[src/rtl/core/sed_pkg.sv]
package sed_pkg;

    localparam int CHAR_W     = 8;
    localparam int LEN_W      = 11;
    localparam int MAX_LENGTH = 1024;
    localparam int LEN_FIELD_MAX = (1 << LEN_W) - 1;
    localparam int LEN_LIMIT  = (MAX_LENGTH < LEN_FIELD_MAX) ? MAX_LENGTH : LEN_FIELD_MAX;
    localparam int OUT_DATA_W = ((CHAR_W + LEN_W + 7) / 8) * 8;
    localparam int PAD_W      = OUT_DATA_W - CHAR_W - LEN_W;

    localparam logic [CHAR_W-1:0] CH_NUL   = 8'h00;
    localparam logic [CHAR_W-1:0] CH_DQUOTE = 8'h22;
    localparam logic [CHAR_W-1:0] CH_BSLASH = 8'h5C;
    localparam logic [CHAR_W-1:0] CH_X     = 8'h78;

    typedef enum logic [2:0] {
        PH_IDLE = 3'd0,
        PH_BODY = 3'd1,
        PH_ESC  = 3'd2,
        PH_HEX1 = 3'd3,
        PH_HEX2 = 3'd4
    } phase_t;

    typedef struct packed {
        logic [CHAR_W-1:0] out_byte;
        logic              out_valid;
        logic              string_done;
        logic [LEN_W-1:0]  string_length;
    } result_t;

    // hex digit value; space and any non-hex character give zero
    function automatic logic [3:0] hex_nibble(input logic [CHAR_W-1:0] c);
        logic [3:0] n;
        n = 4'd0;
        if (c inside {[8'h30:8'h39]})
            n = c[3:0];
        else if (c inside {[8'h61:8'h66], [8'h41:8'h46]})
            n = c[3:0] + 4'd9;
        return n;
    endfunction

    // single-character escapes
    function automatic logic [CHAR_W-1:0] escape_map(input logic [CHAR_W-1:0] c);
        logic [CHAR_W-1:0] b;
        case (c)
            8'h30:   b = 8'h00;   // 0
            8'h61:   b = 8'h07;   // a
            8'h62:   b = 8'h08;   // b
            8'h66:   b = 8'h0C;   // f
            8'h6E:   b = 8'h0A;   // n
            8'h72:   b = 8'h0D;   // r
            8'h74:   b = 8'h09;   // t
            8'h76:   b = 8'h0B;   // v
            default: b = c;
        endcase
        return b;
    endfunction

endpackage

[src/rtl/core/sed_in_reg.sv]
module sed_in_reg
    import sed_pkg::*;
(
    input  logic              clk,
    input  logic              rst_n,
    input  logic              s_tvalid,
    output logic              s_tready,
    input  logic [CHAR_W-1:0] s_char,
    input  logic              down_ready,
    output logic              hold_valid,
    output logic [CHAR_W-1:0] hold_char
);

    logic              valid_reg;
    logic              valid_next;
    logic [CHAR_W-1:0] char_reg;
    logic              accept;

    assign s_tready   = !valid_reg || down_ready;
    assign accept     = s_tvalid && s_tready;
    assign valid_next = accept || (valid_reg && !down_ready);

    always_ff @(posedge clk or negedge rst_n)
    begin
        if (!rst_n)
        begin
            valid_reg <= 1'b0;
        end
        else
        begin
            valid_reg <= valid_next;
        end
    end

    always_ff @(posedge clk)
    begin
        if (accept)
        begin
            char_reg <= s_char;
        end
    end

    assign hold_valid = valid_reg;
    assign hold_char  = char_reg;

endmodule

[src/rtl/core/sed_core.sv]
module sed_core
    import sed_pkg::*;
(
    input  logic              clk,
    input  logic              rst_n,
    input  logic              step,
    input  logic [CHAR_W-1:0] char_in,
    output result_t           res
);

    phase_t           phase_reg;
    phase_t           phase_next;
    logic             quoted_reg;
    logic             quoted_next;
    logic [3:0]       hex_reg;
    logic [3:0]       hex_next;
    logic [LEN_W-1:0] count_reg;
    logic [LEN_W-1:0] count_next;

    logic             idle;
    logic             open_quote;
    logic             is_nul;
    logic             qm;
    logic [LEN_W-1:0] cnt;
    phase_t           ph;
    logic [CHAR_W-1:0] byte_val;
    logic             valid;
    logic             done;

    assign idle       = (phase_reg == PH_IDLE);
    assign open_quote = idle && (char_in == CH_DQUOTE);
    assign is_nul     = (char_in == CH_NUL);
    assign qm         = idle ? 1'b0 : quoted_reg;
    assign cnt        = idle ? '0 : count_reg;
    assign ph         = idle ? PH_BODY : phase_reg;

    // next phase
    always_comb
    begin
        phase_next = ph;
        if (open_quote)
            phase_next = PH_BODY;
        else if (is_nul)
            phase_next = PH_IDLE;
        else
        begin
            case (ph)
                PH_BODY:
                begin
                    if (qm && char_in == CH_DQUOTE)
                        phase_next = PH_IDLE;
                    else if (char_in == CH_BSLASH)
                        phase_next = PH_ESC;
                    else
                        phase_next = PH_BODY;
                end
                PH_ESC:  phase_next = (char_in == CH_X) ? PH_HEX1 : PH_BODY;
                PH_HEX1: phase_next = PH_HEX2;
                PH_HEX2: phase_next = PH_BODY;
                default: phase_next = PH_IDLE;
            endcase
        end
    end

    // decoded byte, done flag and datapath state
    always_comb
    begin
        byte_val = '0;
        valid    = 1'b0;
        done     = 1'b0;
        hex_next = hex_reg;
        if (!open_quote)
        begin
            if (is_nul)
                done = 1'b1;
            else
            begin
                case (ph)
                    PH_BODY:
                    begin
                        if (qm && char_in == CH_DQUOTE)
                            done = 1'b1;
                        else if (char_in != CH_BSLASH)
                        begin
                            byte_val = char_in;
                            valid    = 1'b1;
                        end
                    end
                    PH_ESC:
                    begin
                        if (char_in != CH_X)
                        begin
                            byte_val = escape_map(char_in);
                            valid    = 1'b1;
                        end
                    end
                    PH_HEX1: hex_next = hex_nibble(char_in);
                    PH_HEX2:
                    begin
                        byte_val = {hex_reg, hex_nibble(char_in)};
                        valid    = 1'b1;
                    end
                    default: done = 1'b0;
                endcase
            end
        end

        count_next = cnt;
        if (valid && cnt < LEN_W'(LEN_LIMIT))
            count_next = cnt + 1'b1;

        res.out_byte      = byte_val;
        res.out_valid     = valid;
        res.string_done   = done;
        res.string_length = count_next;

        quoted_next = open_quote ? 1'b1 : qm;
        if (done)
        begin
            quoted_next = 1'b0;
            hex_next    = 4'd0;
            count_next  = '0;
        end
    end

    always_ff @(posedge clk or negedge rst_n)
    begin
        if (!rst_n)
        begin
            phase_reg  <= PH_IDLE;
            quoted_reg <= 1'b0;
            hex_reg    <= 4'd0;
            count_reg  <= '0;
        end
        else if (step)
        begin
            phase_reg  <= phase_next;
            quoted_reg <= quoted_next;
            hex_reg    <= hex_next;
            count_reg  <= count_next;
        end
    end

endmodule

[src/rtl/core/sed_out_reg.sv]
module sed_out_reg
    import sed_pkg::*;
(
    input  logic                  clk,
    input  logic                  rst_n,
    input  logic                  load,
    input  result_t               res,
    output logic                  up_ready,
    output logic                  m_tvalid,
    input  logic                  m_tready,
    output logic [OUT_DATA_W-1:0] m_tdata,
    output logic                  m_tuser,
    output logic                  m_tlast
);

    logic    valid_reg;
    logic    valid_next;
    result_t res_reg;

    assign up_ready   = !valid_reg || m_tready;
    assign valid_next = load || (valid_reg && !m_tready);

    always_ff @(posedge clk or negedge rst_n)
    begin
        if (!rst_n)
        begin
            valid_reg <= 1'b0;
        end
        else
        begin
            valid_reg <= valid_next;
        end
    end

    always_ff @(posedge clk)
    begin
        if (load)
        begin
            res_reg <= res;
        end
    end

    assign m_tvalid = valid_reg;
    assign m_tdata  = {{PAD_W{1'b0}}, res_reg.string_length, res_reg.out_byte};
    assign m_tuser  = res_reg.out_valid;
    assign m_tlast  = res_reg.string_done;

endmodule

[src/rtl/core/string_escape_decoder.sv]
// an input transfer passes the input register, then the result register, to the master side
// throughput: one character per cycle while m_tready holds, set by the single decode
//   stage between the input register and the result register
// reset: rst_n low clears both stage valids and returns the decoder to idle,
//   awaiting the first character of a new string
module string_escape_decoder
    import sed_pkg::*;
(
    input  logic                  clk,
    input  logic                  rst_n,
    // slave side: raw characters
    input  logic                  s_tvalid,
    output logic                  s_tready,
    input  logic [CHAR_W-1:0]     s_tdata,   // [7:0] char_in
    // master side: one result per character
    output logic                  m_tvalid,
    input  logic                  m_tready,
    output logic [OUT_DATA_W-1:0] m_tdata,   // [7:0] out_byte, [18:8] string_length, rest zero
    output logic                  m_tuser,   // [0] out_valid
    output logic                  m_tlast    // string_done
);

    logic              hold_valid;
    logic [CHAR_W-1:0] hold_char;
    logic              up_ready;
    logic              step;
    result_t           res;

    // a held character moves into the result register whenever that register frees up
    assign step = hold_valid && up_ready;

    // input register, takes a new transfer when empty or while the held one advances
    sed_in_reg u_in_reg (
        .clk        (clk),
        .rst_n      (rst_n),
        .s_tvalid   (s_tvalid),
        .s_tready   (s_tready),
        .s_char     (s_tdata),
        .down_ready (up_ready),
        .hold_valid (hold_valid),
        .hold_char  (hold_char)
    );

    // escape decode and string state, updated once per advancing character
    sed_core u_core (
        .clk     (clk),
        .rst_n   (rst_n),
        .step    (step),
        .char_in (hold_char),
        .res     (res)
    );

    // result register, parts the decode from master-side backpressure
    sed_out_reg u_out_reg (
        .clk      (clk),
        .rst_n    (rst_n),
        .load     (step),
        .res      (res),
        .up_ready (up_ready),
        .m_tvalid (m_tvalid),
        .m_tready (m_tready),
        .m_tdata  (m_tdata),
        .m_tuser  (m_tuser),
        .m_tlast  (m_tlast)
    );

endmodule

[config.mk]
export PLATFORM = sky130hd
export DESIGN_NAME = string_escape_decoder
export DESIGN_NICKNAME = d
export VERILOG_FILES = /design/src/rtl/core/sed_pkg.sv /design/src/rtl/core/sed_in_reg.sv /design/src/rtl/core/sed_core.sv /design/src/rtl/core/sed_out_reg.sv /design/src/rtl/core/string_escape_decoder.sv
export SDC_FILE = /design/constraint.sdc
export NUM_CORES = 1
export LEC_CHECK = 0
export BUFFER_PORTS_ARGS = -buffer_cell sky130_fd_sc_hd__buf_2
export CAP_MARGIN = 25
export CORE_ASPECT_RATIO = 1.25
export CORE_MARGIN = 5
export CORE_UTILIZATION = 55
export CTS_CLUSTER_DIAMETER = 60
export DETAILED_ROUTE_END_ITERATION = 7
export PLACE_DENSITY = 0.75
export SETUP_SLACK_MARGIN = 0.5
export SYNTH_ARGS = -nofsm -noshare
export SYNTH_HDL_FRONTEND = slang
export SYNTH_HIERARCHICAL = 1
export SYNTH_SLANG_ARGS = --single-unit
export TNS_END_PERCENT = 5
[constraint.sdc]
create_clock -name clk -period 4.55 [get_ports clk]
set_input_delay 0.91 -clock clk [delete_from_list [all_inputs] [get_ports clk]]
set_output_delay 0.91 -clock clk [all_outputs]
set_load 0.005 [all_outputs]
==> results.json, run 1 <==
{
  "status": "complete, no violations",
  "antenna_found_initial": 0,
  "num_rows": 29,
  "n_antenna_cell": 0,
  "rsz0062_at_grt": "false",
  "fill_cells": 441,
  "clockRootBuffer": "clkbuf_8",
  "critPathKind": "reg2reg",
  "grt_max_degree": 34,
  "track_usage_pct": 20.4,
  "finalHoldViolations": 0,
  "synth.avg_cell_area_sq_um": 10.2,
  "core_area_sq_um": 5150,
  "setup-tns-final_ns": 0,
  "crit_path_max_fanout": 15,
  "die_area_sq_um": 6950,
  "min_period_over_period_pct": 66.5,
  "synth_cell_types": 68,
  "grt_pass1_wl_mm": 11.1,
  "place_inst": 369,
  "ioPinCount": 40,
  "wirelength_mm": 6.79,
  "ys_seq_area_share_pct": 47.2,
  "grt_pass1_vias": 2289,
  "cpPeakStageDelay_ns": 0.77,
  "cts.sinks": 50,
  "hpwl_mm": 4.93,
  "period_needed_ns": 3.02,
  "arrival_ns": 3.07,
  "cp-end-kind": "flip-flop",
  "fmax_ghz": 0.331,
  "cts_setup_buffers": 0,
  "r2r_slack_ns": 1.53,
  "setup_viol": 0,
  "netlist_top_cells_area": "edfxtp_1 (29%), dfrtp_1 (18%), nand2_1 (4.2%)",
  "synth_edf_count": 29,
  "via_per_inst": 6.45,
  "portBuffers": 34,
  "start_util_pct": 57.4,
  "ys_seq_elements": 50,
  "area_growth_pct": 7.53,
  "maxSlewHeadroom_pct": 38.1,
  "synthFlopType": "edfxtp_1",
  "nNetsFinal": 331,
  "die_h_um": 92.0,
  "ir_drop_v": 0.000209,
  "cts_max_level": 2,
  "insertion_delay_ns": 0.30,
  "die_x_um": 75.6,
  "instances_no_fill": 377,
  "wl_per_cell_um": 18.0,
  "powerDensity_nw_per_um2": 411,
  "yosysWarnings": 6,
  "fin_skew_ns": 0.00857,
  "cts_buffers": 5,
  "ys_async_sr_fraction_pct": 42.0,
  "largest_reg_flops": 19,
  "vias": 2430,
  "cts_resized": 0,
  "synth_most_common_cell": "nand2_1",
  "synth_top_cell_area_share_pct": 29.4,
  "ctsHoldBuffers": 0,
  "synthCells": 291,
  "drive_gt1_share_pct": 17.8,
  "hp-class": "reg2reg",
  "tightest_slew_ns": 0.919,
  "critical_path_buf_inv_count": 0,
  "first_iter_violations": 233,
  "leakage_nw": 1.27,
  "crit_family": "simple AND/OR/NAND/NOR gates",
  "drc": 0,
  "clk_pin_slew_ns": 0.09,
  "tritoncts": "yes",
  "slew_violations": 0,
  "syn_area_sq_um": 2960,
  "gp_congestion": 0.914,
  "detail-route-antenna-nets": 0,
  "maxCapViolations": 0,
  "path_cells": "or3_1, nor3_1, or3b_1, or4b_2, xor2_1",
  "start_kind": "flip-flop",
  "cpMaxStageDelayCell": "or4b_2",
  "synth_area_leader_cell": "edfxtp_1",
  "clk_path_buf_depth": 2,
  "yosys-top-cells-count": "nand2_1 (33), edfxtp_1 (29), dfrtp_1 (21), nor2_1 (19), o21ai_0 (13)",
  "crit_required_ns": 4.60,
  "grt-ovfl-total": 0,
  "dr.pass1.iters": 6
}
through the flow:
step                      worst slack [ns]  power, mW  utilization [%]  hold WS, ns  cell area, sq um
final                                 1.53       1.31             61.7        0.505              3180
after CTS                             1.56       1.31             61.7        0.504              3180
after global placement                1.68       1.05             60.2        0.478              3100
after global routing                  1.34       1.39             61.7        0.538              3180
after floorplan                       1.84      0.951                -        0.449              2970
after detailed placement              1.58       1.07             60.2        0.481              3100
routing by layer:
layer / GRT usage, % / up-vias / share of wire (%)
li1: - / 1123 / -
met1: 25.4 / 1160 / 39
met2: 34.5 / 137 / 52
met3: 3.17 / 10 / 7.2
met4: 8.02 / 0 / 1.7
met5: 0 / - / 0
final cells by class:
type	count	area, sq um	share of cell area, %
multi-input cells	210	1400	44.1
flip-flops and latches	50	1400	43.9
repair buffers	35	178	5.59
clock buffers	8	80.1	2.52
well taps	62	77.6	2.44
inverters	12	45.0	1.42
cell families after synthesis:
logic type | after synthesis | share of synthesized area, %
xor gates and xnor gates | 9 | 2.67
DFF | 50 | 47.2
other | 1 | 0.127
and+or+nand+nor | 117 | 22.8
AOI/OAI and AO/OA | 70 | 17.9
buffers and inverters | 35 | 5.84
muxes | 4 | 1.40
adders and majority gates | 5 | 2.12
final timing paths:
check | cells past startpoint | to | from
worst min-delay path | 1 | u_core/hex_reg[1] | u_core/hex_reg[1]
worst min register to register | 1 | u_core/hex_reg[1] | u_core/hex_reg[1]
worst max-delay path | 5 | u_out_reg/m_tdata[14] | u_core/phase_reg[0]
min in group asynchronous | 1 | u_core/count_reg[4] | rst_n
worst max register to register | 5 | u_out_reg/m_tdata[14] | u_core/phase_reg[0]
max in group asynchronous | 1 | u_core/phase_reg[0] | rst_n
where the power goes:
part | total (mW) | leakage [nW] | switching [mW] | internal (mW)
sequential | 0.666 | 0.540 | 0.0827 | 0.583
clock | 0.244 | 0.0395 | 0.134 | 0.109
combinational | 0.398 | 0.693 | 0.221 | 0.176
cell usage in the layout, fill, tap and decap left out, drive strengths merged, types with 3 or more instances in the layout:
cell | netlist | layout
nor3 | 10 | 10
conb | 1 | 5
nor3b | 4 | 4
edfxtp | 29 | 29
xnor2 | 7 | 7
nor2b | 3 | 3
buf | 15 | 35
o2bb2ai | 4 | 4
dfrtp | 21 | 21
a21oi | 11 | 11
ha | 5 | 5
nand3 | 4 | 4
nor4 | 3 | 3
inv | 12 | 12
or3 | 3 | 3
clkbuf | 8 | 8
mux2i | 3 | 3
and3 | 4 | 4
nor2 | 19 | 19
nand2 | 33 | 33
a22oi | 4 | 4
nand4 | 6 | 6
a31oi | 7 | 7
o31a | 5 | 5
and2 | 7 | 7
nand2b | 7 | 7
o21ai | 14 | 14
or3b | 3 | 3
Note: power is estimated with default switching activity, not from simulation.
==> run 2: changes to the inputs <==
- clock period: 4.55 -> 2.8 ns (I/O delays scaled with it)
==> run 2 against run 1 <==
Clock power rose by 76%. Largest cell class unchanged. Critical path type unchanged. Worst setup slack got worse by 1.2 ns. Sequential power rose by 58%. Sequential share of layout area fell by 3.6 points. Total power rose by 71%. Highest routed layer unchanged. Utilization rose by 5.7 points.
==> results.json, run 2 (synthesized netlist as in run 1, its figures left out) <==
{
  "cts_buffers": 5,
  "wirelength_mm": 6.66,
  "ir_drop_v": 0.000434,
  "maxSlewHeadroom_pct": 51.4,
  "core_area_sq_um": 5150,
  "drc": 0,
  "clk_pin_slew_ns": 0.10,
  "leakage_nw": 1.42,
  "regArea_sq_um": 1400,
  "start_kind": "flip-flop",
  "cts_max_level": 2,
  "critPathKind": "reg2reg",
  "grt_pass1_vias": 2323,
  "start_util_pct": 57.4,
  "cts.sinks": 50,
  "slew_violations": 0,
  "finalHoldViolations": 0,
  "place_area_sq_um": 3250,
  "setup-tns-final_ns": 0,
  "period_needed_ns": 2.46,
  "clockRootBuffer": "clkbuf_8",
  "drive_gt1_share_pct": 28.7,
  "grt_use_met3_pct": 2.84,
  "cp-end-kind": "flip-flop",
  "met2_usage_pct": 33.4,
  "mostFrequentLayoutCells": "buf_2 (34), nand2_1 (33), buf_4 (30), edfxtp_1 (29)",
  "antenna_found_initial": 0,
  "fin_skew_ns": 0.0149,
  "num_rows": 29,
  "area_growth_pct": 17.4,
  "largest_reg_flops": 19,
  "nNetsFinal": 361,
  "tightest_slew_ns": 0.722,
  "hpwl_mm": 4.86,
  "final_common_cell": "buf_2",
  "track_usage_pct": 19.8,
  "tritoncts": "yes",
  "ioPinCount": 40,
  "busiest_layer": "met2",
  "clk_path_buf_depth": 2,
  "first_iter_violations": 238,
  "fill_cells": 403,
  "crit_required_ns": 2.87,
  "multi_input_area_sq_um": 1450,
  "ctsHoldBuffers": 0,
  "hp-class": "in2async",
  "gp_congestion": 0.943,
  "die_h_um": 92.0,
  "insertion_delay_ns": 0.30,
  "crit_path_max_fanout": 6,
  "grt_pass1_wl_mm": 10.8,
  "portBuffers": 34,
  "arrival_ns": 2.52,
  "fmax_ghz": 0.407,
  "via_per_inst": 6.09,
  "detail-route-antenna-nets": 0,
  "use_met1_pct": 24.0,
  "die_area_sq_um": 6950,
  "min_period_over_period_pct": 87.8,
  "stdcell_area_sq_um": 3470,
  "powerDensity_nw_per_um2": 644,
  "maxCapViolations": 0,
  "vias": 2480,
  "n_antenna_cell": 0,
  "rsz0062_at_grt": "true",
  "status": "complete, no violations",
  "wl_per_cell_um": 16.4,
  "grt_max_degree": 22,
  "die_x_um": 75.6,
  "setup_viol": 0,
  "grt-ovfl-total": 0,
  "dr.pass1.iters": 4
}
[run 2: layout make-up]
| type | count | share of cell area, % |
|---|---|---|
| sequential | 50 | 40.3 |
| clock inverter | 2 | 0.360 |
| timing repair buffer | 65 | 11.7 |
| clock buffer | 6 | 2.38 |
| inverter | 12 | 1.30 |
| multi-input combinational | 210 | 41.7 |
| tap | 62 | 2.23 |
[run 2: final timing paths]
kind	start	to	slack, ns	cells after the start
setup / recovery	u_in_reg/hold_char[1]	u_out_reg/m_tdata[9]	0.34	7
hold / removal	rst_n	u_core/count_reg[1]	0.20	1
setup reg to reg	u_in_reg/hold_char[1]	u_out_reg/m_tdata[9]	0.34	7
hold reg to reg	u_core/hex_reg[3]	u_core/hex_reg[3]	0.50	1
max in group asynchronous	rst_n	u_core/phase_reg[1]	2.22	1
min in group clk	s_tdata[5]	u_in_reg/hold_char[5]	0.44	1
[run 2: critical path, stage by stage, from the launching register on]
cell,delay (ns)
edfxtp_1,0.44
inv_2,0.10
ha_4,0.13
nand4b_1,0.11
or4b_4,0.53
a211oi_4,0.38
or3b_4,0.24
mux2_4,0.30
[run 2: metrics by stage]
step / setup slack [ns] / utilization, % / instances / hold WS (ns) / power (mW)
floorplan: 0.148 / - / 295 / 0.264 / 1.56
global placement: 0.168 / 63.1 / 387 / 0.468 / 1.76
detailed placement: 0.129 / 63.1 / 387 / 0.480 / 1.78
CTS: 0.390 / 67.0 / 406 / 0.228 / 2.24
global route: 0.240 / 67.4 / 407 / 0.254 / 2.37
finish: 0.343 / 67.4 / 407 / 0.205 / 2.24
[run 2: repair_timing]
| action | CTS | global route |
|---|---|---|
| resized for setup | 8 | 2 |
| pin swaps | 6 | 0 |
| buffers inserted | 10 | 1 |
| setup endpoints to repair | 26 | 28 |
| gates cloned | 1 | 0 |
[run 2: routing by layer]
layer  vias up  routed length [um]
met2       112                3550
li1       1175                   -
met1      1173                2500
met3        20                 387
met5         -                   0
met4         0                 221
[run 2: power by group]
group	total [mW]	leakage [nW]	switching (mW)	internal, mW
Clock	0.429	0.0472	0.230	0.199
Sequential	1.05	0.537	0.103	0.947
Combinational	0.756	0.835	0.403	0.353
Total	2.24	1.42	0.737	1.50
==> run 3: changes to the inputs <==
- MAX_ROUTING_LAYER: default -> met4
==> run 3 against run 2 <==
Die area unchanged. Non-clock buffer count unchanged. Flip-flop and latch count unchanged. Via count up 0.56%. Design area unchanged. Combinational power about the same. Clock skew down 0.0019 ns. Final cell count unchanged. Total power up 0.13%. Routed wire length up 0.77%. Critical path type unchanged. Largest power group unchanged.
==> results.json, run 3 (synthesized netlist as in run 1, its figures left out) <==
{
  "crit_required_ns": 2.87,
  "clk_path_buf_depth": 2,
  "drive_gt1_share_pct": 28.7,
  "fill_cells": 403,
  "setup_viol": 0,
  "fmax_ghz": 0.407,
  "drc": 0,
  "tightest_slew_ns": 0.713,
  "critPathKind": "reg2reg",
  "setup_ws_ns": 0.342,
  "ioPinCount": 40,
  "hpwl_mm": 4.86,
  "grt_pass1_wl_mm": 10.8,
  "switching_power_uw": 739,
  "instances_no_fill": 407,
  "n_antenna_cell": 0,
  "power.internal_mw": 1.50,
  "status": "complete, no violations",
  "largest_reg_flops": 19,
  "die_area_sq_um": 6950,
  "area_growth_pct": 17.4,
  "powerDensity_nw_per_um2": 645,
  "antenna_found_initial": 0,
  "slew_violations": 0,
  "via_per_inst": 6.13,
  "period_needed_ns": 2.46,
  "gp_congestion": 0.960,
  "r2r-end": "u_out_reg/m_tdata[9]",
  "mostFrequentLayoutCells": "buf_2 (34), nand2_1 (33), buf_4 (30), edfxtp_1 (29)",
  "clockRootBuffer": "clkbuf_8",
  "portBuffers": 34,
  "insertion_delay_ns": 0.30,
  "start_kind": "flip-flop",
  "clockPowerShare_pct": 19.2,
  "power_mw": 2.24,
  "maxSlewHeadroom_pct": 52.0,
  "tritoncts": "yes",
  "die_x_um": 75.6,
  "dr.pass1.iters": 5,
  "crit_path_max_fanout": 6,
  "critPathCapture": "u_out_reg/m_tdata[9]",
  "wirelength_mm": 6.71,
  "maxCapViolations": 0,
  "ctsHoldBuffers": 0,
  "die_h_um": 92.0,
  "min_period_over_period_pct": 87.8,
  "first_iter_violations": 224,
  "finalHoldViolations": 0,
  "grt_pass1_vias": 2333,
  "r2r_slack_ns": 0.34,
  "cts_buffers": 5,
  "leakage_nw": 1.42,
  "core_area_sq_um": 5150,
  "clk_pin_slew_ns": 0.10,
  "start_util_pct": 57.4,
  "nNetsFinal": 361,
  "p_seq_share_pct": 47.0,
  "ir_drop_v": 0.000436,
  "final_common_cell": "buf_2",
  "cp-end-kind": "flip-flop",
  "hp-class": "in2async",
  "vias": 2494,
  "detail-route-antenna-nets": 0,
  "r2r_cells": 7,
  "num_rows": 29,
  "track_usage_pct": 20.3,
  "wl_per_cell_um": 16.5,
  "arrival_ns": 2.52,
  "cts_max_level": 2,
  "fin_skew_ns": 0.0130,
  "rsz0062_at_grt": "true",
  "cts.sinks": 50,
  "worstSetupStartpoint": "u_in_reg/hold_char[1]",
  "grt_max_degree": 22,
  "place_inst": 387,
  "grt-ovfl-total": 0,
  "p_sw_share_pct": 33.0,
  "place_ws_ns": 0.129,
  "r2r-start": "u_in_reg/hold_char[1]",
  "combPwrFrac_pct": 33.8,
  "setup-tns-final_ns": 0
}
run 3: worst min path at each step:
| stage | to | slack [ns] | cells after the start |
|---|---|---|---|
| 5_1_grt | u_core/count_reg[3] | 0.25 | 1 |
| 6_report | u_core/count_reg[1] | 0.22 | 1 |
| 4_1_cts | u_core/count_reg[1] | 0.23 | 1 |
| 3_5_place_dp | u_core/hex_reg[3] | 0.48 | 1 |
| 3_3_place_gp | u_core/count_reg[10] | 0.47 | 2 |
| 2_1_floorplan | u_core/count_reg[0] | 0.26 | 0 |
run 3: timing repair:
| item | 4_1_cts | 5_1_grt |
|---|---|---|
| resized for setup | 8 | 2 |
| endpoints found under the setup margin | 26 | 28 |
| buffers inserted | 10 | 1 |
| cloned | 1 | 0 |
| pin swaps | 6 | 0 |
run 3: final cells by class:
type | instances | area [sq um] | share of cell area (%)
well taps | 62 | 77.6 | 2.23
multi-input cells | 210 | 1450 | 41.7
clock inverters | 2 | 12.5 | 0.360
clock buffers | 6 | 82.6 | 2.38
repair buffers | 65 | 407 | 11.7
inverters | 12 | 45.0 | 1.30
flip-flops and latches | 50 | 1400 | 40.3
run 3: power groups by stage:
| stage | clock [mW] | sequential [mW] | combinational (mW) |
|---|---|---|---|
| floorplan | 0 | 1.03 | 0.524 |
| detailed placement | 0 | 1.07 | 0.713 |
| global route | 0.470 | 1.07 | 0.827 |
| global placement | 0 | 1.06 | 0.697 |
| finish | 0.430 | 1.05 | 0.756 |
| CTS | 0.443 | 1.05 | 0.751 |
run 3: per-layer routing:
metal  vias up  GRT usage [%]  share of wire, %
met3        29           2.63               5.5
met5         -              -                 0
met1      1168           24.1                38
li1       1175              -                 -
met4         0           9.62               3.9
met2       122           33.4                53
run 3: metrics by stage:
step	util (%)	hold WS [ns]	area, sq um
floorplan	-	0.264	3000
global placement	63.1	0.468	3250
detailed placement	63.1	0.480	3250
CTS	67.0	0.228	3450
global route	67.4	0.254	3470
finish	67.4	0.215	3470
run 3: worst max-delay path: stages (launching register included):
cell and delay [ns]:
edfxtp_1 0.44, inv_2 0.10, ha_4 0.13, nand4b_1 0.11, or4b_4 0.53, a211oi_4 0.38
or3b_4 0.24, mux2_4 0.30
